===== config.mk =====
export PLATFORM = sky130hd
export DESIGN_NAME = windowed_code_cooccurrence_unit
export DESIGN_NICKNAME = d
export VERILOG_FILES = /design/src/hdl/wcc_pkg.sv /design/src/hdl/wcc_front.sv /design/src/hdl/wcc_queue.sv /design/src/hdl/wcc_back.sv /design/src/hdl/windowed_code_cooccurrence_unit.sv
export SDC_FILE = /design/constraint.sdc
export NUM_CORES = 2
export LEC_CHECK = 0
export BUFFER_PORTS_ARGS = -buffer_cell sky130_fd_sc_hd__buf_2
export CAP_MARGIN = 10
export CORE_MARGIN = 2
export CORE_UTILIZATION = 43
export CTS_BUF_LIST = sky130_fd_sc_hd__clkbuf_4
export DETAILED_ROUTE_END_ITERATION = 6
export PLACE_DENSITY_LB_ADDON = 0.08
export SLEW_MARGIN = 15
export SYNTH_ARGS = -nofsm -noshare
export SYNTH_HDL_FRONTEND = slang
export SYNTH_SLANG_ARGS = --single-unit
export TNS_END_PERCENT = 10

===== constraint.sdc =====
create_clock -name i_clk -period 40.3 [get_ports i_clk]
set_input_delay 8.06 -clock i_clk [delete_from_list [all_inputs] [get_ports i_clk]]
set_output_delay 8.06 -clock i_clk [all_outputs]
set_load 0.05 [all_outputs]

===== src/hdl/wcc_pkg.sv =====
// Shared sizes, codes and types for the windowed code co-occurrence unit.
// No dependencies; imported by every module of the block.
package wcc_pkg;

    localparam int NUM_CODES   = 8;
    localparam int MAX_WINDOW  = 16;

    localparam int CODE_W      = 8;
    localparam int ROW_W       = 64;
    localparam int SUM_W       = 24;
    localparam int VAL_W       = 34;
    localparam int IDX_W       = 3;
    localparam int WIN_W       = 5;

    localparam int HIST_DEPTH  = MAX_WINDOW - 1;
    localparam int SLOT_W      = (HIST_DEPTH > 1) ? $clog2(HIST_DEPTH) : 1;
    localparam int HELD_W      = $clog2(HIST_DEPTH + 1);
    localparam int CMP_W       = (WIN_W > HELD_W) ? WIN_W : HELD_W;
    localparam int ACC_W       = $clog2(HIST_DEPTH * ((1 << CODE_W) - 1) + 1);
    localparam int LANE_BITS   = NUM_CODES * CODE_W;
    localparam int CIDX_W      = $clog2(NUM_CODES);

    localparam int QUEUE_DEPTH = 2;
    localparam int QPTR_W      = 1;
    localparam int QCNT_W      = $clog2(QUEUE_DEPTH + 1);

    localparam int CFG_IDX_W   = 2;
    localparam int OUT_DATA_W  = ((VAL_W + 2 * IDX_W + 7) / 8) * 8;

    typedef enum logic [CFG_IDX_W-1:0] {
        CFG_WINDOW_ROWS  = 2'd0,
        CFG_UNLIMITED    = 2'd1,
        CFG_BINARY_OUT   = 2'd2
    } t_cfg_reg;

    typedef enum logic [1:0] {
        FS_IDLE,
        FS_SUM,
        FS_PUSH
    } t_front_state;

    typedef struct packed {
        logic [WIN_W-1:0] window_rows;
        logic             unlimited;
        logic             binary_out;
    } t_cfg;

    typedef struct packed {
        logic [NUM_CODES-1:0][SUM_W-1:0]  refs;
        logic [NUM_CODES-1:0][CODE_W-1:0] codes;
    } t_job;

endpackage


===== src/hdl/wcc_front.sv =====
// Front end: accepts rows, sums the backward window from the history RAM (running
// sums if unlimited) and hands {row, reference sums} to the job queue. Depends on wcc_pkg.
module wcc_front
    import wcc_pkg::*;
(
    input  logic                 i_clk,
    input  logic                 i_rst_n,
    input  t_cfg                 i_cfg,
    input  logic                 i_in_valid,
    output logic                 o_in_ready,
    input  logic [LANE_BITS-1:0] i_row,
    input  logic                 i_new_seq,
    output logic                 o_push,
    output t_job                 o_job,
    input  logic                 i_q_ready
);

    t_front_state r_state, n_state;

    logic [LANE_BITS-1:0] r_row, n_row;
    logic [HELD_W-1:0]    r_left, n_left;
    logic [SLOT_W-1:0]    r_rd_slot, n_rd_slot;
    logic                 r_rd_pend, n_rd_pend;
    logic [ACC_W-1:0]     r_acc [NUM_CODES];
    logic [ACC_W-1:0]     n_acc [NUM_CODES];
    logic [SUM_W-1:0]     r_prior [NUM_CODES];
    logic [SUM_W-1:0]     n_prior [NUM_CODES];
    logic [HELD_W-1:0]    r_held, n_held;
    logic [SLOT_W-1:0]    r_slot, n_slot;

    logic [LANE_BITS-1:0] r_mem [HIST_DEPTH];
    logic [LANE_BITS-1:0] r_mem_q;
    logic                 mem_re;
    logic                 mem_we;

    logic [HELD_W-1:0]    eff_held;
    logic [SLOT_W-1:0]    eff_slot;
    logic [CMP_W-1:0]     lb_ext;
    logic [CMP_W-1:0]     held_ext;
    logic [HELD_W-1:0]    look_rows;
    logic [SLOT_W-1:0]    start_slot;

    function automatic logic [SUM_W-1:0] sat_add(input logic [SUM_W-1:0] a,
                                                 input logic [CODE_W-1:0] b);
        logic [SUM_W:0] s;
        s = {1'b0, a} + (SUM_W + 1)'(b);
        return s[SUM_W] ? {SUM_W{1'b1}} : s[SUM_W-1:0];
    endfunction

    assign o_in_ready = (r_state == FS_IDLE);

    always_comb begin
        eff_held   = i_new_seq ? '0 : r_held;
        eff_slot   = i_new_seq ? '0 : r_slot;
        lb_ext     = (i_cfg.window_rows == '0) ? '0 : CMP_W'(i_cfg.window_rows - 1'b1);
        held_ext   = CMP_W'(eff_held);
        if (i_cfg.unlimited) begin
            look_rows = '0;
        end else if (lb_ext < held_ext) begin
            look_rows = HELD_W'(lb_ext);
        end else begin
            look_rows = eff_held;
        end
        start_slot = (eff_slot == '0) ? SLOT_W'(HIST_DEPTH - 1) : eff_slot - 1'b1;
    end

    always_comb begin
        n_state   = r_state;
        n_row     = r_row;
        n_left    = r_left;
        n_rd_slot = r_rd_slot;
        n_rd_pend = 1'b0;
        n_acc     = r_acc;
        n_prior   = r_prior;
        n_held    = r_held;
        n_slot    = r_slot;
        mem_re    = 1'b0;
        mem_we    = 1'b0;
        o_push    = 1'b0;
        case (r_state)
            FS_IDLE: begin
                if (i_in_valid) begin
                    n_row     = i_row;
                    n_held    = eff_held;
                    n_slot    = eff_slot;
                    n_left    = look_rows;
                    n_rd_slot = start_slot;
                    for (int k = 0; k < NUM_CODES; k++) begin
                        n_acc[k] = '0;
                        if (i_new_seq) begin
                            n_prior[k] = '0;
                        end
                    end
                    n_state = FS_SUM;
                end
            end
            FS_SUM: begin
                if (r_rd_pend) begin
                    for (int k = 0; k < NUM_CODES; k++) begin
                        n_acc[k] = r_acc[k] + ACC_W'(r_mem_q[k*CODE_W +: CODE_W]);
                    end
                end
                if (r_left != '0) begin
                    mem_re    = 1'b1;
                    n_rd_pend = 1'b1;
                    n_left    = r_left - 1'b1;
                    n_rd_slot = (r_rd_slot == '0) ? SLOT_W'(HIST_DEPTH - 1)
                                                  : r_rd_slot - 1'b1;
                end else if (!r_rd_pend) begin
                    n_state = FS_PUSH;
                end
            end
            FS_PUSH: begin
                o_push = 1'b1;
                if (i_q_ready) begin
                    mem_we = 1'b1;
                    for (int k = 0; k < NUM_CODES; k++) begin
                        n_prior[k] = sat_add(r_prior[k], r_row[k*CODE_W +: CODE_W]);
                    end
                    n_slot = (r_slot == SLOT_W'(HIST_DEPTH - 1)) ? '0 : r_slot + 1'b1;
                    if (r_held != HELD_W'(HIST_DEPTH)) begin
                        n_held = r_held + 1'b1;
                    end
                    n_state = FS_IDLE;
                end
            end
            default: begin
                n_state = FS_IDLE;
            end
        endcase
    end

    always_comb begin
        for (int k = 0; k < NUM_CODES; k++) begin
            o_job.codes[k] = r_row[k*CODE_W +: CODE_W];
            o_job.refs[k]  = i_cfg.unlimited ? r_prior[k] : SUM_W'(r_acc[k]);
        end
    end

    always_ff @(posedge i_clk) begin
        if (!i_rst_n) begin
            r_state   <= FS_IDLE;
            r_rd_pend <= 1'b0;
            r_left    <= '0;
            r_held    <= '0;
            r_slot    <= '0;
            for (int k = 0; k < NUM_CODES; k++) begin
                r_prior[k] <= '0;
            end
        end else begin
            r_state   <= n_state;
            r_rd_pend <= n_rd_pend;
            r_left    <= n_left;
            r_held    <= n_held;
            r_slot    <= n_slot;
            r_prior   <= n_prior;
        end
    end

    always_ff @(posedge i_clk) begin
        r_row     <= n_row;
        r_rd_slot <= n_rd_slot;
        r_acc     <= n_acc;
    end

    always_ff @(posedge i_clk) begin
        if (mem_we) begin
            r_mem[r_slot] <= r_row;
        end
        if (mem_re) begin
            r_mem_q <= r_mem[r_rd_slot];
        end
    end

endmodule


===== src/hdl/wcc_queue.sv =====
// Short job queue between the front end and the pair generator.
// Depends on wcc_pkg for the job type and depth.
module wcc_queue
    import wcc_pkg::*;
(
    input  logic i_clk,
    input  logic i_rst_n,
    input  logic i_push,
    input  t_job i_job,
    output logic o_ready,
    output logic o_valid,
    output t_job o_job,
    input  logic i_pop
);

    t_job              r_buf [QUEUE_DEPTH];
    logic [QPTR_W-1:0] r_wp;
    logic [QPTR_W-1:0] r_rp;
    logic [QCNT_W-1:0] r_count;
    logic              do_push;
    logic              do_pop;

    assign o_ready = (r_count != QCNT_W'(QUEUE_DEPTH));
    assign o_valid = (r_count != '0);
    assign o_job   = r_buf[r_rp];
    assign do_push = i_push & o_ready;
    assign do_pop  = i_pop & o_valid;

    always_ff @(posedge i_clk) begin
        if (!i_rst_n) begin
            r_wp    <= '0;
            r_rp    <= '0;
            r_count <= '0;
        end else begin
            if (do_push) begin
                r_wp <= r_wp + 1'b1;
            end
            if (do_pop) begin
                r_rp <= r_rp + 1'b1;
            end
            if (do_push && !do_pop) begin
                r_count <= r_count + 1'b1;
            end else if (do_pop && !do_push) begin
                r_count <= r_count - 1'b1;
            end
        end
    end

    always_ff @(posedge i_clk) begin
        if (do_push) begin
            r_buf[r_wp] <= i_job;
        end
    end

endmodule


===== src/hdl/wcc_back.sv =====
// Back end: walks the code pairs of one job and drives the registered
// result stage. Depends on wcc_pkg.
module wcc_back
    import wcc_pkg::*;
(
    input  logic             i_clk,
    input  logic             i_rst_n,
    input  t_cfg             i_cfg,
    input  logic             i_q_valid,
    input  t_job             i_q_job,
    output logic             o_pop,
    output logic             o_valid,
    input  logic             i_ready,
    output logic [VAL_W-1:0] o_value,
    output logic [IDX_W-1:0] o_first,
    output logic [IDX_W-1:0] o_second,
    output logic             o_last
);

    logic              r_have;
    t_job              r_job;
    logic [CIDX_W-1:0] r_j;
    logic [CIDX_W-1:0] r_k;

    logic              r_ov;
    logic [VAL_W-1:0]  r_oval;
    logic [IDX_W-1:0]  r_ofirst;
    logic [IDX_W-1:0]  r_osecond;
    logic              r_olast;

    logic [CODE_W-1:0]       xj;
    logic [CODE_W-1:0]       xk;
    logic [SUM_W-1:0]        rj;
    logic [SUM_W-1:0]        rk;
    logic [SUM_W:0]          rk_plus;
    logic [SUM_W+CODE_W-1:0] prod_a;
    logic [SUM_W+CODE_W:0]   prod_b;
    logic [VAL_W-1:0]        v_sum;
    logic [VAL_W-1:0]        v_out;
    logic                    is_last;
    logic                    pair_end;
    logic                    adv;
    logic                    take;

    assign xj       = r_job.codes[r_j];
    assign xk       = r_job.codes[r_k];
    assign rj       = r_job.refs[r_j];
    assign rk       = r_job.refs[r_k];
    assign rk_plus  = {1'b0, rk} + (SUM_W + 1)'(xk);
    assign prod_a   = rj * xk;
    assign prod_b   = rk_plus * xj;
    assign v_sum    = VAL_W'(prod_a) + VAL_W'(prod_b);
    assign v_out    = (i_cfg.binary_out && v_sum != '0) ? VAL_W'(1) : v_sum;

    assign pair_end = (r_j + 1'b1 == r_k);
    assign is_last  = pair_end && (r_k == CIDX_W'(NUM_CODES - 1));
    assign adv      = r_have & (~r_ov | i_ready);
    assign take     = i_q_valid & (~r_have | (adv & is_last));
    assign o_pop    = take;

    assign o_valid  = r_ov;
    assign o_value  = r_oval;
    assign o_first  = r_ofirst;
    assign o_second = r_osecond;
    assign o_last   = r_olast;

    always_ff @(posedge i_clk) begin
        if (!i_rst_n) begin
            r_have <= 1'b0;
            r_ov   <= 1'b0;
        end else begin
            if (take) begin
                r_have <= 1'b1;
            end else if (adv && is_last) begin
                r_have <= 1'b0;
            end
            if (adv) begin
                r_ov <= 1'b1;
            end else if (i_ready) begin
                r_ov <= 1'b0;
            end
        end
    end

    always_ff @(posedge i_clk) begin
        if (take) begin
            r_job <= i_q_job;
            r_j   <= '0;
            r_k   <= CIDX_W'(1);
        end else if (adv) begin
            if (pair_end) begin
                r_j <= '0;
                r_k <= r_k + 1'b1;
            end else begin
                r_j <= r_j + 1'b1;
            end
        end
        if (adv) begin
            r_oval    <= v_out;
            r_ofirst  <= IDX_W'(r_j);
            r_osecond <= IDX_W'(r_k);
            r_olast   <= is_last;
        end
    end

endmodule


===== src/hdl/windowed_code_cooccurrence_unit.sv =====
// Top level of the windowed code co-occurrence unit: configuration
// registers, front end, job queue and pair generator. Depends on wcc_pkg.
//
// Each row item yields 28 pair items, one per cycle while the output is not
// stalled; the pair generator limits the rate. The front end reads one
// history row per row in the backward window (up to 15, one read of the
// single-port history RAM a cycle), and works on the next row while the
// previous one is still being emitted. No clearing pass is needed after reset.
module windowed_code_cooccurrence_unit
    import wcc_pkg::*;
(
    input  logic                  i_clk,
    input  logic                  i_rst_n,
    input  logic                  i_cfg_valid,
    output logic                  o_cfg_ready,
    input  logic [CFG_IDX_W-1:0]  i_cfg_index,
    input  logic [WIN_W-1:0]      i_cfg_data,
    input  logic                  i_s_axis_tvalid,
    output logic                  o_s_axis_tready,
    input  logic [ROW_W-1:0]      i_s_axis_tdata,   // row_codes
    input  logic                  i_s_axis_tuser,   // new_sequence
    output logic                  o_m_axis_tvalid,
    input  logic                  i_m_axis_tready,
    output logic [OUT_DATA_W-1:0] o_m_axis_tdata,   // pair_value, first_code, second_code
    output logic                  o_m_axis_tlast    // last_pair
);

    t_cfg             r_cfg;
    logic             push;
    t_job             push_job;
    logic             q_ready;
    logic             q_valid;
    t_job             q_job;
    logic             pop;
    logic [VAL_W-1:0] pair_value;
    logic [IDX_W-1:0] first_code;
    logic [IDX_W-1:0] second_code;

    assign o_cfg_ready = 1'b1;

    always_ff @(posedge i_clk) begin
        if (!i_rst_n) begin
            r_cfg.window_rows <= WIN_W'(1);
            r_cfg.unlimited   <= 1'b0;
            r_cfg.binary_out  <= 1'b1;
        end else if (i_cfg_valid) begin
            case (i_cfg_index)
                CFG_WINDOW_ROWS: r_cfg.window_rows <= i_cfg_data;
                CFG_UNLIMITED:   r_cfg.unlimited   <= i_cfg_data[0];
                CFG_BINARY_OUT:  r_cfg.binary_out  <= i_cfg_data[0];
                default: begin
                end
            endcase
        end
    end

    wcc_front u_front (
        .i_clk      (i_clk),
        .i_rst_n    (i_rst_n),
        .i_cfg      (r_cfg),
        .i_in_valid (i_s_axis_tvalid),
        .o_in_ready (o_s_axis_tready),
        .i_row      (i_s_axis_tdata[LANE_BITS-1:0]),
        .i_new_seq  (i_s_axis_tuser),
        .o_push     (push),
        .o_job      (push_job),
        .i_q_ready  (q_ready)
    );

    wcc_queue u_queue (
        .i_clk   (i_clk),
        .i_rst_n (i_rst_n),
        .i_push  (push),
        .i_job   (push_job),
        .o_ready (q_ready),
        .o_valid (q_valid),
        .o_job   (q_job),
        .i_pop   (pop)
    );

    wcc_back u_back (
        .i_clk     (i_clk),
        .i_rst_n   (i_rst_n),
        .i_cfg     (r_cfg),
        .i_q_valid (q_valid),
        .i_q_job   (q_job),
        .o_pop     (pop),
        .o_valid   (o_m_axis_tvalid),
        .i_ready   (i_m_axis_tready),
        .o_value   (pair_value),
        .o_first   (first_code),
        .o_second  (second_code),
        .o_last    (o_m_axis_tlast)
    );

    assign o_m_axis_tdata = OUT_DATA_W'({second_code, first_code, pair_value});

endmodule

== Yosys cells after proc, flatten, opt, wreduce, memory -nomap -nowiden ==
Memory sizes are Yosys's and may differ from the RTL's. A register that Yosys moved wholly into a read port is not among the register bits.
Cells that the tools add are included.

* Div/mod/pow operators: 0
* $add $sub $neg: 30
* Bitwise gates (word level): 9
* Mux-type cells: 73
* Shift-type cells: 0
* Multipliers: 2
* Magnitude comparators: 3
* Reduce and logical (&&, ||, !) cells: 31
* Equal/unequal tests: 17

{| class="wikitable"
|+ Operator list
! cell !! number
|-
| $mux 24 || 19
|-
| $mux 192 || 2
|-
| $pmux 192 s2 || 1
|-
| $add 24x8->25 || 9
|-
| $mux 96 || 2
|-
| $pmux 96 s2 || 1
|-
| $bmux 24 s3 || 2
|-
| $add 12x8->12 || 8
|-
| $mux 4 || 16
|-
| $bmux 8 s3 || 2
|-
| $add 32x33->34 || 1
|-
| $reduce_bool 34->1 || 1
|-
| $mul 25x8->33 || 1
|-
| $mul 24x8->32 || 1
|-
| $pmux 4 s2 || 4
|-
| $mux 8 || 2
|-
| $mux 1 || 13
|-
| $mux 2 || 6
|-
| $reduce_and 4->1 || 3
|-
| $reduce_bool 2->1 || 6
|-
| $sub 4x1->4 const B || 3
|-
| $ne 2x1->1 const B || 5
|-
| $reduce_and 2->1 || 5
|-
| $reduce_and 3->1 || 3
|-
| other kinds (27) || 49
|}

* Logic and storage cells: 204
* Memories kept: 2
* Bits of input ports: 77
* Register bits: 431
* Output and inout bits: 44
* Bits in read-only memories: 0
* Bits in writable memories: 1472
* Bits in latches: 0

{| class="wikitable"
|+ Memories
! name !! words !! bits a word !! read ports !! clocked after memory_dff !! wr ports !! line !! source
|-
| u_front.r_mem || 15 || 64 || 1 || 1 || 1 || wcc_front.sv:31 || <nowiki>logic [LANE_BITS-1:0] r_mem [HIST_DEPTH];</nowiki>
|-
| u_queue.r_buf || 2 || 256 || 1 || 1 || 1 || wcc_queue.sv:16 || <nowiki>t_job r_buf [QUEUE_DEPTH];</nowiki>
|}

== Depth between registers and ports, before layout ==
* Depth after elaboration: 10
* Mapped depth: 43
* Depth with buffers taken out: 36

== Modules after synthesis ==
A second synthesis with hierarchy kept.

* Cells, all modules: 7231
* Area total of the unflattened synthesis: 107048.9 µm²

{| class="wikitable"
|+ Modules (own cells, without submodules)
! module !! seq. area each (µm²) !! times used !! area an instance (µm²) !! cells an instance
|-
| wcc_front || 39818.2 || 1 || 61407.6 || 4200
|-
| wcc_back || 9078.7 || 1 || 26519.2 || 2178
|-
| wcc_queue || 15474.8 || 1 || 18805.5 || 820
|-
| windowed_code_cooccurrence_unit || 140.1 || 1 || 316.6 || 33
|}

== Least setup slack after synthesis ==
Ideal clock, no wire load.

* Kind: input-to-reg
* Start: in i_m_axis_tready
* End: reg, netlist name u_back.r_job[0]
* Data arrival time: 14595 ps
* Cell stages on the path: 6
* Required time: 39690 ps
* Slack: 25095 ps
* Buffers on the path: 0
* Library setup time: 610 ps
* Cells stage by stage: nand2b_1 -> nand2_1 -> inv_1 -> a21o_1 -> o21ai_0 -> inv_1

* Longest elaborated chain between the ends: 5

{| class="wikitable"
|+ RTL lines
! element !! line !! source
|-
| from (decl) || windowed_code_cooccurrence_unit.sv:23 || <nowiki>input logic i_m_axis_tready,</nowiki>
|-
| $or 1x1->1 || wcc_back.sv:57 || <nowiki>assign adv = r_have & (~r_ov | i_ready);</nowiki>
|-
| $and 1x1->1 || wcc_back.sv:57 ||
|-
| named net u_back.adv || wcc_back.sv:42 || <nowiki>logic adv;</nowiki>
|-
| $and 1x1->1 || wcc_back.sv:58 || <nowiki>assign take = i_q_valid & (~r_have | (adv & is_last));</nowiki>
|-
| $or 1x1->1 || wcc_back.sv:58 ||
|-
| $and 1x1->1 || wcc_back.sv:58 ||
|-
| named net pop || windowed_code_cooccurrence_unit.sv:34 || <nowiki>logic pop;</nowiki>
|}

The timed path passes the listed nets, and every way through them passes these cells.
A chain may end at the register's enable or synchronous reset.

== Worst setup path after layout ==
* Start: reg u_back.r_k[0]
* End: reg u_back.r_oval[0] (netlist: u_back.o_value[0]) (data pin)

* Longest elaborated chain between the ends: 7
* Elaborated cells on any way between the ends: 10
* Those cells by class: add/sub (2); mul (2); mux (4); reduce/logical (2)

{| class="wikitable"
|+ RTL lines
! element !! line !! source
|-
| from (decl) || wcc_back.sv:23 || <nowiki>logic [CIDX_W-1:0] r_k;</nowiki>
|-
| from (signal assigned) || wcc_back.sv:93 || <nowiki>r_k <= r_k + 1'b1;</nowiki>
|-
| $bmux 24 s3 / $bmux 8 s3 (equally long branches) || wcc_back.sv:48, wcc_back.sv:46 ||
|-
| $mux 24 (implied by the code) / $mux 8 (equally long branches) || wcc_back.sv:48, wcc_back.sv:46 ||
|-
| $add 24x8->25 || wcc_back.sv:49 || <nowiki>assign rk_plus = {1'b0, rk} + (SUM_W + 1)'(xk);</nowiki>
|-
| $mul 25x8->33 || wcc_back.sv:51 || <nowiki>assign prod_b = rk_plus * xj;</nowiki>
|-
| $add 32x33->34 * || wcc_back.sv:52 || <nowiki>assign v_sum = VAL_W'(prod_a) + VAL_W'(prod_b);</nowiki>
|-
| $reduce_bool 34->1 || wcc_back.sv:53 || <nowiki>assign v_out = (i_cfg.binary_out && v_sum != '0) ? VAL_W'(1) : v_sum;</nowiki>
|-
| $logic_and 1x1->1 || wcc_back.sv:53 ||
|-
| to (signal assigned) || wcc_back.sv:99 || <nowiki>r_oval <= v_out;</nowiki>
|-
| to (decl) || wcc_back.sv:26 || <nowiki>logic [VAL_W-1:0] r_oval;</nowiki>
|}

Every way passes the cells marked *; elsewhere a longest branch is shown, timed or not. The select of a mux whose other input is x is not followed.

==> qor.yml <==
dp_hpwl_mm: 191
grt_pass1_wl_mm: 446
tritoncts: "done"
cp-start-kind: "register"
synthFlopType: "edfxtp_1"
routed_via_density: 5.52
ys_warn_count: 0
syn_nets: 8507
dieArea_mm2: 0.255
gr-total-overflow: 0
hold_viol: 0
n_fill_cell: 22065
cts_made_buffers: 615
drc: 0
synth.area.top_cells: "edfxtp_1 (56%), fa_1 (6.4%), dfxtp_1 (4.2%)"
status: "finished clean"
slew_violations: 0
critPathMaxFanout: 29
die_w_um: 505
finalNetCount: 9017
critPathRequiredTime_ns: 41.31
chipHeight_um: 505
slowest_stage: "dfxtp_4"
drv_cap: 0
rows: 183
ys_ff_latch: 2223
drt-initial-drc-count: 5406
vias: 67148
dr.pass1.iters: 6
numClockSinks: 2223
max_slew.worst_pin.slew_ns: 1.34
clk_path_buf_depth: 4
ant_nets: 0
grt_setup_unrepaired: "false"
crit_arrival_ns: 12.40
synthArstFlopShare_pct: 0
finalSetupViolCount: 0
period_minus_slack_ns: 11.39
relSlewSlack_pct: 10.5
cts-root-buf: "clkbuf_4"
port_buffers: 119
area_delta_synth_final_pct: 11.7
synth_cells: 7850
wl_per_cell_um: 24.8
synth.cell_area_mm2: 0.108
htree_levels: 6
grt_pass1_vias: 68267
clk-insertion-delay-late_ns: 1.30
yosysTopAreaCellShare_pct: 55.6
gp_congestion: 0.839
critPathKind: "register to register"
end_kind: "register"
io_pins: 121
synth_cell_types: 92
setup_tns_ns: 0
antenna_found_initial: 20
track_usage_pct: 23.3
critPathMaxStageDelay_ns: 0.82
seq_area_mm2: 0.0645
synth_edf_count: 1997
period_share_pct: 28.3
yosysSeqAreaShare_pct: 59.8
timing.hold.ws_ns: 0.459
hold_buffers: 0
hp-class: "register to register"
clk_pin_slew_worst_paths_ns: 0.06
avgSynthCellArea_um2: 13.7
drive_gt1_share_pct: 21.7
postCtsSetupRepairBufs: 0
clock_skew_ns: 0.168
grt_max_degree: 145
multi_input_area_mm2: 0.0399
fmax_mhz: 87.8
core-area_mm2: 0.249
yosysTopAreaCell: "edfxtp_1"
cts_resized: 0
crit_path_frequent_cell: "fa_1"
postRouteWirelength_mm: 301
initial_core_util_pct: 43.3
[critical path, delay by kind of cell (launching register included)]
| family | cells | cell delay [ns] |
|---|---|---|
| AOI/OAI and AO/OA | 9 | 2.54 |
| xor gates and xnor gates | 1 | 0.22 |
| adders and majority gates | 8 | 3.80 |
| buffers and inverters | 5 | 0.84 |
| DFF | 1 | 0.82 |
| muxes | 2 | 1.20 |
| and+or+nand+nor | 6 | 1.67 |
[per-stage QoR]
step / std cells / utilization, % / instance area (um2) / setup WS (ns)
final: 12160 / 48.4 / 120000 / 28.91
after global routing: 12151 / 48.4 / 120000 / 28.25
after CTS: 12149 / 48.4 / 120000 / 28.96
after detailed placement: 11073 / 45.2 / 113000 / 28.56
after global placement: 11073 / 45.2 / 113000 / 28.68
after floorplan: 7850 / - / 108000 / 25.10
[flip-flops by register name, indices dropped and copies added (netlist names), 4 cells and up]
register and count:
u_front.r_mem 960, u_queue.r_buf 512, u_back.r_job 256, u_front.r_prior 192, u_front.r_acc 96, u_front.r_mem_q 64
u_front.r_row 64, u_back.o_value 34, r_cfg 7, u_front.r_held 4, u_front.r_left 4, u_front.r_rd_slot 4
u_front.r_slot 4
[cell usage after synthesis (all sizes together) (7+ instances only)]
library cell  number
a211oi            25
a21oi            288
a2111oi           13
nand2b            43
or3               20
o221ai            65
a21boi            75
xor2              31
nand3            143
o21a              23
dfxtp            226
edfxtp          1997
a31oi            100
and3              35
xnor2            123
o2bb2ai           13
ha               235
or4                7
a21o              50
a221oi            67
a22oi             11
o311ai             9
mux2             389
a41oi             10
o31ai             27
o21bai            13
nor4              14
inv              565
nor2             310
nor3              97
fa               345
clkbuf           289
nand2            760
nor2b            151
and2             166
buf               90
nand3b             7
a22o              30
mux4             192
or2               14
o21ai            301
mux2i            355
nand4             42
[path summary, 6_finish.rpt]
kind	startpoint	endpoint	slack [ns]	cells after the start
min	u_front.r_prior[122]	u_front.r_prior[122]	0.46	2
max reg2reg	u_back.r_k[0]	u_back.o_value[0]	28.91	31
min reg2reg	u_front.r_prior[122]	u_front.r_prior[122]	0.46	2
max	u_back.r_k[0]	u_back.o_value[0]	28.91	31
[routing by layer]
metal  up-vias  track usage, %  share of wire [%]
li1      30333               -                  -
met1     34298            32.8                 45
met2      2085            37.4                 47
met4         2            7.05                2.4
met3       430            3.52                5.3
met5         -               0             0.0020
[area by class of cell]
cell class	instances	share of cell area, %
antenna	11	0.0229
clock buffer	941	5.87
clock inverter	135	0.630
inverter	567	1.78
multi-input combinational	4681	33.2
sequential	2223	53.6
tap	3330	3.46
timing repair buffer	272	1.51
[logic make-up (layout without fill, tap and decap cells)]
kind of cell	Yosys count	in the layout	share of synthesized area [%]
AO/OA/AOI/OAI	1180	1180	7.09
XOR/XNOR	154	154	1.26
adder cells (fa/ha/maj)	580	580	9.14
buffers and inverters	946	1915	3.34
flip-flops	2223	2223	59.8
multiplexers	936	936	11.4
other	1	12	0.00348
AND/OR/NAND/NOR	1830	1830	7.95
[cell usage in the layout (no fill, tap or decap), drive strengths merged, types with 226 or more instances in the layout]
master | Yosys | final
edfxtp | 1997 | 1997
clkbuf | 289 | 941
nand2 | 760 | 760
inv | 565 | 576
mux2 | 389 | 389
mux2i | 355 | 355
fa | 345 | 345
nor2 | 310 | 310
o21ai | 301 | 301
a21oi | 288 | 288
buf | 90 | 272
ha | 235 | 235
dfxtp | 226 | 226
Power is not shown: default switching activity piles up to over one toggle a cycle in this logic, so the estimate is an artifact.
